**src/ascm_pkg.sv**
```systemverilog
`default_nettype none

package ascm_pkg;

    localparam int SIZE_W    = 17;
    localparam int CLASS_W   = 8;
    localparam int BATCH_W   = 10;
    localparam int PAGE_W    = 5;
    localparam int QUOT_W    = 9;
    localparam int DIV_STEPS = QUOT_W;
    localparam int PROD_W    = BATCH_W + SIZE_W;
    localparam int PAGE_SHIFT = 12;

    localparam logic [SIZE_W-1:0] SIZE_LIMIT = 17'd65536;

    // Remainder seed for the divider: 65536 >> 9, which is below every divisor
    // for which the quotient is used.
    localparam logic [SIZE_W-1:0] DIV_SEED = 17'd128;

    // One word as it moves down the divider chain.
    typedef struct packed {
        logic [SIZE_W-1:0]  size;
        logic [CLASS_W-1:0] size_class;
        logic [SIZE_W-1:0]  rounded;
        logic [SIZE_W-1:0]  rem;
        logic [QUOT_W-1:0]  quot;
    } ascm_word_t;

endpackage

`default_nettype wire

```
**src/ascm_div_step.sv**
```systemverilog
`default_nettype none

module ascm_div_step (
    input  wire                aclk,
    input  wire                aresetn,
    input  wire                en,
    input  wire                in_valid,
    input  wire ascm_pkg::ascm_word_t in_word,
    output logic               out_valid,
    output ascm_pkg::ascm_word_t out_word
);

    logic                        valid_reg;
    ascm_pkg::ascm_word_t        word_reg;
    ascm_pkg::ascm_word_t        word_next;
    logic [ascm_pkg::SIZE_W:0]   rem_shift;

    // One restoring step: shift the partial remainder, try the divisor.
    always_comb begin
        word_next = in_word;
        rem_shift = {in_word.rem, 1'b0};
        if (rem_shift >= {1'b0, in_word.size}) begin
            word_next.rem  = ascm_pkg::SIZE_W'(rem_shift - {1'b0, in_word.size});
            word_next.quot = {in_word.quot[ascm_pkg::QUOT_W-2:0], 1'b1};
        end else begin
            word_next.rem  = rem_shift[ascm_pkg::SIZE_W-1:0];
            word_next.quot = {in_word.quot[ascm_pkg::QUOT_W-2:0], 1'b0};
        end
    end

    always_ff @(posedge aclk) begin
        if (!aresetn) begin
            valid_reg <= 1'b0;
        end else if (en) begin
            valid_reg <= in_valid;
        end
    end

    always_ff @(posedge aclk) begin
        if (en) begin
            word_reg <= word_next;
        end
    end

    assign out_valid = valid_reg;
    assign out_word  = word_reg;

endmodule

`default_nettype wire

```
**src/alloc_size_class_mapper.sv**
```systemverilog
// Channel  | Direction | Handshake            | Payload
// s_       | in        | s_valid / s_ready    | s_byte_size
// m_       | out       | m_valid / m_ready    | m_size_class, m_rounded_size,
//          |           |                      | m_batch_count, m_page_count
//
// One word enters per cycle while the pipeline advances (see the stall rule below).
// The accepting edge loads the input register; the class stage, the nine-stage
// radix-2 divider that forms 65536 / size, and the batch and output registers follow.
// Reset is synchronous on aresetn low and clears only the valid bits.
// The whole pipeline advances together whenever the output register is empty or
// being taken, so a stall on m_ready holds every stage and loses nothing.
`default_nettype none

module alloc_size_class_mapper (
    input  wire         aclk,
    input  wire         aresetn,
    input  wire         s_valid,
    output logic        s_ready,
    input  wire  [16:0] s_byte_size,
    output logic        m_valid,
    input  wire         m_ready,
    output logic [7:0]  m_size_class,
    output logic [16:0] m_rounded_size,
    output logic [9:0]  m_batch_count,
    output logic [4:0]  m_page_count
);

    localparam int SW = ascm_pkg::SIZE_W;
    localparam int CW = ascm_pkg::CLASS_W;
    localparam int BW = ascm_pkg::BATCH_W;
    localparam int PW = ascm_pkg::PAGE_W;
    localparam int QW = ascm_pkg::QUOT_W;
    localparam int NS = ascm_pkg::DIV_STEPS;
    localparam int FW = ascm_pkg::PROD_W - ascm_pkg::PAGE_SHIFT;

    logic en;

    // Input register, size saturated on the way in.
    logic          in_valid_reg;
    logic [SW-1:0] in_size_reg;

    // Class stage.
    logic                 cls_valid_reg;
    ascm_pkg::ascm_word_t cls_word_reg;
    ascm_pkg::ascm_word_t cls_word_next;

    // Divider chain.
    logic                 div_valid [0:NS];
    ascm_pkg::ascm_word_t div_word  [0:NS];

    // Batch stage.
    logic          bat_valid_reg;
    logic [SW-1:0] bat_size_reg;
    logic [CW-1:0] bat_class_reg;
    logic [SW-1:0] bat_rounded_reg;
    logic [BW-1:0] bat_batch_reg;
    logic [BW-1:0] bat_batch_next;

    // Output register.
    logic          out_valid_reg;
    logic [CW-1:0] out_class_reg;
    logic [SW-1:0] out_rounded_reg;
    logic [BW-1:0] out_batch_reg;
    logic [PW-1:0] out_pages_reg;
    logic [PW-1:0] out_pages_next;

    logic [ascm_pkg::PROD_W-1:0] prod;
    logic [FW-1:0]               pages_full;

    assign en      = !out_valid_reg || m_ready;
    assign s_ready = en;

    always_ff @(posedge aclk) begin
        if (!aresetn) begin
            in_valid_reg  <= 1'b0;
            cls_valid_reg <= 1'b0;
            bat_valid_reg <= 1'b0;
            out_valid_reg <= 1'b0;
        end else if (en) begin
            in_valid_reg  <= s_valid;
            cls_valid_reg <= in_valid_reg;
            bat_valid_reg <= div_valid[NS];
            out_valid_reg <= bat_valid_reg;
        end
    end

    always_ff @(posedge aclk) begin
        if (en) begin
            in_size_reg <= (s_byte_size > ascm_pkg::SIZE_LIMIT) ?
                           ascm_pkg::SIZE_LIMIT : s_byte_size;
        end
    end

    // Group select, class index and rounding.
    always_comb begin
        cls_word_next      = '0;
        cls_word_next.size = in_size_reg;
        cls_word_next.rem  = ascm_pkg::DIV_SEED;
        cls_word_next.quot = '0;
        if (in_size_reg == '0) begin
            cls_word_next.size_class = '0;
            cls_word_next.rounded    = '0;
        end else if (in_size_reg <= SW'(128)) begin
            cls_word_next.size_class =
                CW'((in_size_reg + SW'(7)) >> 3) - CW'(1);
            cls_word_next.rounded = (in_size_reg + SW'(7)) & ~SW'(7);
        end else if (in_size_reg <= SW'(1024)) begin
            cls_word_next.size_class =
                CW'((in_size_reg - SW'(128) + SW'(15)) >> 4) + CW'(15);
            cls_word_next.rounded = (in_size_reg + SW'(15)) & ~SW'(15);
        end else if (in_size_reg <= SW'(8192)) begin
            cls_word_next.size_class =
                CW'((in_size_reg - SW'(1024) + SW'(127)) >> 7) + CW'(71);
            cls_word_next.rounded = (in_size_reg + SW'(127)) & ~SW'(127);
        end else begin
            cls_word_next.size_class =
                CW'((in_size_reg - SW'(8192) + SW'(1023)) >> 10) + CW'(127);
            cls_word_next.rounded = (in_size_reg + SW'(1023)) & ~SW'(1023);
        end
    end

    always_ff @(posedge aclk) begin
        if (en) begin
            cls_word_reg <= cls_word_next;
        end
    end

    assign div_valid[0] = cls_valid_reg;
    assign div_word[0]  = cls_word_reg;

    for (genvar i = 0; i < NS; i++) begin : g_div
        ascm_div_step u_step (
            .aclk      (aclk),
            .aresetn   (aresetn),
            .en        (en),
            .in_valid  (div_valid[i]),
            .in_word   (div_word[i]),
            .out_valid (div_valid[i+1]),
            .out_word  (div_word[i+1])
        );
    end

    // The quotient is only meaningful for sizes 129 to 32768; the clamps cover
    // everything else.
    always_comb begin
        if (div_word[NS].size == '0) begin
            bat_batch_next = '0;
        end else if (div_word[NS].size <= SW'(128)) begin
            bat_batch_next = BW'(512);
        end else if (div_word[NS].size > SW'(32768)) begin
            bat_batch_next = BW'(2);
        end else begin
            bat_batch_next = {{(BW-QW){1'b0}}, div_word[NS].quot};
        end
    end

    always_ff @(posedge aclk) begin
        if (en) begin
            bat_size_reg    <= div_word[NS].size;
            bat_class_reg   <= div_word[NS].size_class;
            bat_rounded_reg <= div_word[NS].rounded;
            bat_batch_reg   <= bat_batch_next;
        end
    end

    assign prod       = {{SW{1'b0}}, bat_batch_reg} * {{BW{1'b0}}, bat_size_reg};
    assign pages_full = prod[ascm_pkg::PROD_W-1:ascm_pkg::PAGE_SHIFT];

    always_comb begin
        if (pages_full == '0) begin
            out_pages_next = PW'(1);
        end else if (pages_full > FW'(31)) begin
            out_pages_next = PW'(31);
        end else begin
            out_pages_next = pages_full[PW-1:0];
        end
    end

    always_ff @(posedge aclk) begin
        if (en) begin
            out_class_reg   <= bat_class_reg;
            out_rounded_reg <= bat_rounded_reg;
            out_batch_reg   <= bat_batch_reg;
            out_pages_reg   <= out_pages_next;
        end
    end

    assign m_valid        = out_valid_reg;
    assign m_size_class   = out_class_reg;
    assign m_rounded_size = out_rounded_reg;
    assign m_batch_count  = out_batch_reg;
    assign m_page_count   = out_pages_reg;

`ifndef ASSERT_OFF
    a_class_range: assert property (@(posedge aclk) disable iff (!aresetn)
        m_valid |-> (m_size_class <= 8'd183))
        else $error("size class out of range");

    a_pages_nonzero: assert property (@(posedge aclk) disable iff (!aresetn)
        m_valid |-> (m_page_count != 5'd0))
        else $error("page count is zero");

    a_zero_size: assert property (@(posedge aclk) disable iff (!aresetn)
        (m_valid && m_batch_count == 10'd0) |->
        (m_rounded_size == 17'd0 && m_size_class == 8'd0))
        else $error("zero batch without zero size");

    a_hold_on_stall: assert property (@(posedge aclk) disable iff (!aresetn)
        (m_valid && !m_ready) |=> (m_valid && $stable(m_rounded_size)))
        else $error("output word changed under stall");

    a_round_up: assert property (@(posedge aclk) disable iff (!aresetn)
        (m_valid && m_batch_count != 10'd0) |-> (m_rounded_size != 17'd0))
        else $error("rounded size lost for nonzero request");
`endif

endmodule

`default_nettype wire
```
**config.mk**
```make
export PLATFORM = sky130hd
export DESIGN_NAME = alloc_size_class_mapper
export DESIGN_NICKNAME = d
export VERILOG_FILES = /design/src/ascm_pkg.sv /design/src/ascm_div_step.sv /design/src/alloc_size_class_mapper.sv
export SDC_FILE = /design/constraint.sdc
export NUM_CORES = 1
export LEC_CHECK = 0
export ABC_AREA = 1
export BUFFER_PORTS_ARGS = -buffer_cell sky130_fd_sc_hd__buf_2
export CAP_MARGIN = 10
export CELL_PAD_IN_SITES_DETAIL_PLACEMENT = 0
export CELL_PAD_IN_SITES_GLOBAL_PLACEMENT = 1
export CORE_MARGIN = 8
export CORE_UTILIZATION = 46
export CTS_CLUSTER_DIAMETER = 40
export CTS_CLUSTER_SIZE = 12
export DETAILED_ROUTE_END_ITERATION = 16
export PLACE_DENSITY_LB_ADDON = 0.12
export SLEW_MARGIN = 20
export SYNTH_ARGS = -nofsm -noshare
export SYNTH_HDL_FRONTEND = slang
export SYNTH_HIERARCHICAL = 1
export SYNTH_SLANG_ARGS = --single-unit
```
**constraint.sdc**
```tcl
create_clock -name aclk -period 20.6 [get_ports aclk]
set_input_delay 3.09 -clock aclk [delete_from_list [all_inputs] [get_ports aclk]]
set_output_delay 3.09 -clock aclk [all_outputs]
set_load 0.005 [all_outputs]
```
==> flow_metrics.py <==
metrics = {
    "routing": {
        "drt_wl_total_um": 85900,
        "drc": 0,
        "ant_nets": 0,
        "viasPerCell": 4.67,
        "vias": 26900,
        "drtIter0Drc": 1639,
        "firstDrtPassIters": 7,
        "avgRoutedWirePerCell_um": 14.9,
    },
    "final_layout": {
        "synthToLayoutAreaGrowth_pct": 12.4,
        "post-route-util": 0.519,
        "largest_reg_flops": 559,
        "nFillCells": 8244,
        "layout-drive-gt1-share": 0.116,
        "nNetsFinal": 4874,
        "n_antenna_cell": 0,
    },
    "critical_path": {
        "r2r_start": "m_valid$_SDFFE_PN0P_",
        "worstPathMaxFanout": 81,
        "critPathCaptureType": "flop",
        "r2r_setup_slack_ps": 14400,
        "startpoint": "m_ready",
        "crit_path_top_delay_cell": "buf_4",
        "worstPathRequired_ps": 20870,
        "cp_num_buf_inv": 8,
        "max_stage_delay_ps": 890,
        "cp.arrival_ps": 8650,
        "endpoint": "g_div[2].u_step/out_word[10]$_DFFE_PP_",
        "cpMostUsedCell": "buf_4",
        "critPathTopFamily": "buffers and inverters",
        "path_cells": "buf_2 > nor2_1 > inv_8 > buf_4 > buf_4 > buf_4 > buf_4 > buf_4 > buf_4",
        "timing.rr.end": "g_div[2].u_step/out_word[10]$_DFFE_PP_",
        "path_depth": 9,
        "start_kind": "input port",
        "r2r.worst_path.cells": 9,
        "path_class": "in2reg",
    },
    "placed_design": {
        "place_congestion": 0.830,
        "portBuffers": 62,
        "place_hpwl_um": 65500,
    },
    "grt": {
        "grt_overflow_total": 0,
        "grt_pass1_vias": 26900,
        "gr-usage-all-layers": 0.175,
        "met1_usage": 0.230,
        "gr-usage-met3": 0.0294,
        "use_met2": 0.299,
        "top_usage_layer": "met2",
        "antenna_found_initial": 0,
        "grt_pass1_wl_um": 140000,
        "grt_max_degree": 89,
    },
    "floorplanning": {
        "placementRows": 110,
        "num_io_pins": 63,
        "core-area_sq_mm": 0.0896,
        "die_area_sq_mm": 0.0999,
        "die_x_um": 316,
        "initial_core_util": 0.462,
        "die_h_um": 316,
    },
    "clocking": {
        "tritoncts": "built",
        "ctsHtreeMaxLevel": 3,
        "ctsResizeCount": 0,
        "cts-root-buf": "clkbuf_16",
        "clk_pin_slew_ps": 50,
        "clock_sinks": 720,
        "cts.hold.buffers_added": 0,
        "clockBufferDepth": 3,
        "numCtsBuffers": 102,
        "clk_latency_ps": 660,
        "post_cts_buffers": 0,
    },
    "timing": {
        "hold_violations": 0,
        "final-max-slew-violation-count": 0,
        "fin_tns_setup_ps": 0,
        "max_freq_mhz": 119,
        "slew_headroom": 0.299,
        "setup_viol": 0,
        "rsz0062_at_grt": "no",
        "finalCriticalPeriod_ps": 8390,
        "final.setup_skew_ps": 27.5,
        "tightest_slew_ps": 1050,
        "post-route-period-util": 0.407,
    },
    "synthesis": {
        "synth.cell_area_sq_mm": 0.0414,
        "yosys_warnings": 6,
        "postSynthAreaPerCell_sq_um": 9.50,
        "synthCells": 4359,
    },
    "power_and_ir_drop": {
        "internal-power_mw": 3.90,
        "leakagePower_nw": 22.8,
        "ir_drop_mv": 0.0771,
        "seq_power_share": 0.347,
        "power.density_mw_per_mm2": 134,
        "p_switching_mw": 2.35,
        "clockPowerShare": 0.280,
        "comb_power_share": 0.374,
        "power.share.switching": 0.376,
    },
    "status": {
        "status": "completed",
    },
    "hold_path": {
        "hold_path_class": "reg2reg",
    },
    "flow_run": {
        "maxCapViolCount": 0,
    },
}
==> power by group through the flow <==
stage	Sequential (mW)	Combinational [mW]	Clock (mW)
3_3_place_gp	2.20	2.34	0
5_1_grt	2.20	2.71	1.85
2_1_floorplan	2.10	1.86	0
3_5_place_dp	2.20	2.36	0
6_report	2.17	2.33	1.75
4_1_cts	2.17	2.37	1.80
==> worst min path at each step <==
stage	from	endpoint	slack, ps	cells after the start
final	g_div[8].u_step/out_word[45]$_DFFE_PP_	bat_class_reg[2]$_DFFE_PP_	410	0
after global routing	g_div[8].u_step/out_word[45]$_DFFE_PP_	bat_class_reg[2]$_DFFE_PP_	410	0
after CTS	g_div[3].u_step/out_word[33]$_DFFE_PP_	g_div[4].u_step/out_word[33]$_DFFE_PP_	410	0
after detailed placement	g_div[8].u_step/out_word[37]$_DFFE_PP_	bat_rounded_reg[11]$_DFFE_PP_	400	0
after global placement	g_div[2].u_step/out_word[29]$_DFFE_PP_	g_div[3].u_step/out_word[29]$_DFFE_PP_	400	0
after floorplan	g_div[8].u_step/out_word[43]$_DFFE_PP_	bat_class_reg[0]$_DFFE_PP_	400	0
==> layout make-up <==
| class | instances | area [sq um] | area share |
|---|---|---|---|
| multi-input cells | 2745 | 16400 | 0.352 |
| well taps | 1176 | 1470 | 0.0316 |
| flip-flops and latches | 720 | 21500 | 0.462 |
| inverters | 869 | 3300 | 0.0708 |
| repair buffers | 72 | 405 | 0.00871 |
| clock inverters | 68 | 815 | 0.0175 |
| clock buffers | 116 | 2680 | 0.0576 |
==> placed cells by master, fill, tap and decap left out, types with 14 or more instances in the layout <==
| cell type | n |
|---|---|
| nor2_4 | 16 |
| xnor2_1 | 22 |
| nand3_2 | 15 |
| nand3b_1 | 34 |
| conb_1 | 37 |
| nor2_1 | 192 |
| ha_1 | 217 |
| nand3_1 | 203 |
| inv_1 | 843 |
| nor2_2 | 58 |
| xor2_1 | 49 |
| buf_2 | 62 |
| a21oi_1 | 124 |
| nor3_1 | 26 |
| o21ai_0 | 47 |
| nand4_1 | 31 |
| clkbuf_16 | 105 |
| inv_2 | 14 |
| nand2_2 | 133 |
| edfxtp_1 | 707 |
| nand2_1 | 1331 |
| fa_1 | 126 |
==> routing by layer <==
layer | share of wire | vias to the layer above
met2 | 0.48 | 350
met5 | 0 | -
met3 | 0.036 | 129
li1 | - | 14100
met4 | 0.024 | 0
met1 | 0.46 | 12300
==> metrics by stage <==
| step | worst slack, ps | area (sq um) | hold slack [ps] | std cells | power [mW] |
|---|---|---|---|---|---|
| after floorplan | 418 | 41500 | 400 | 4394 | 3.96 |
| after global placement | 11590 | 43000 | 400 | 5581 | 4.54 |
| after detailed placement | 11460 | 43000 | 405 | 5581 | 4.56 |
| after CTS | 12150 | 46500 | 412 | 5765 | 6.34 |
| after global routing | 11720 | 46500 | 415 | 5766 | 6.76 |
| final | 12210 | 46500 | 410 | 5766 | 6.25 |
No activity file was read; power rests on OpenSTA's default activity.
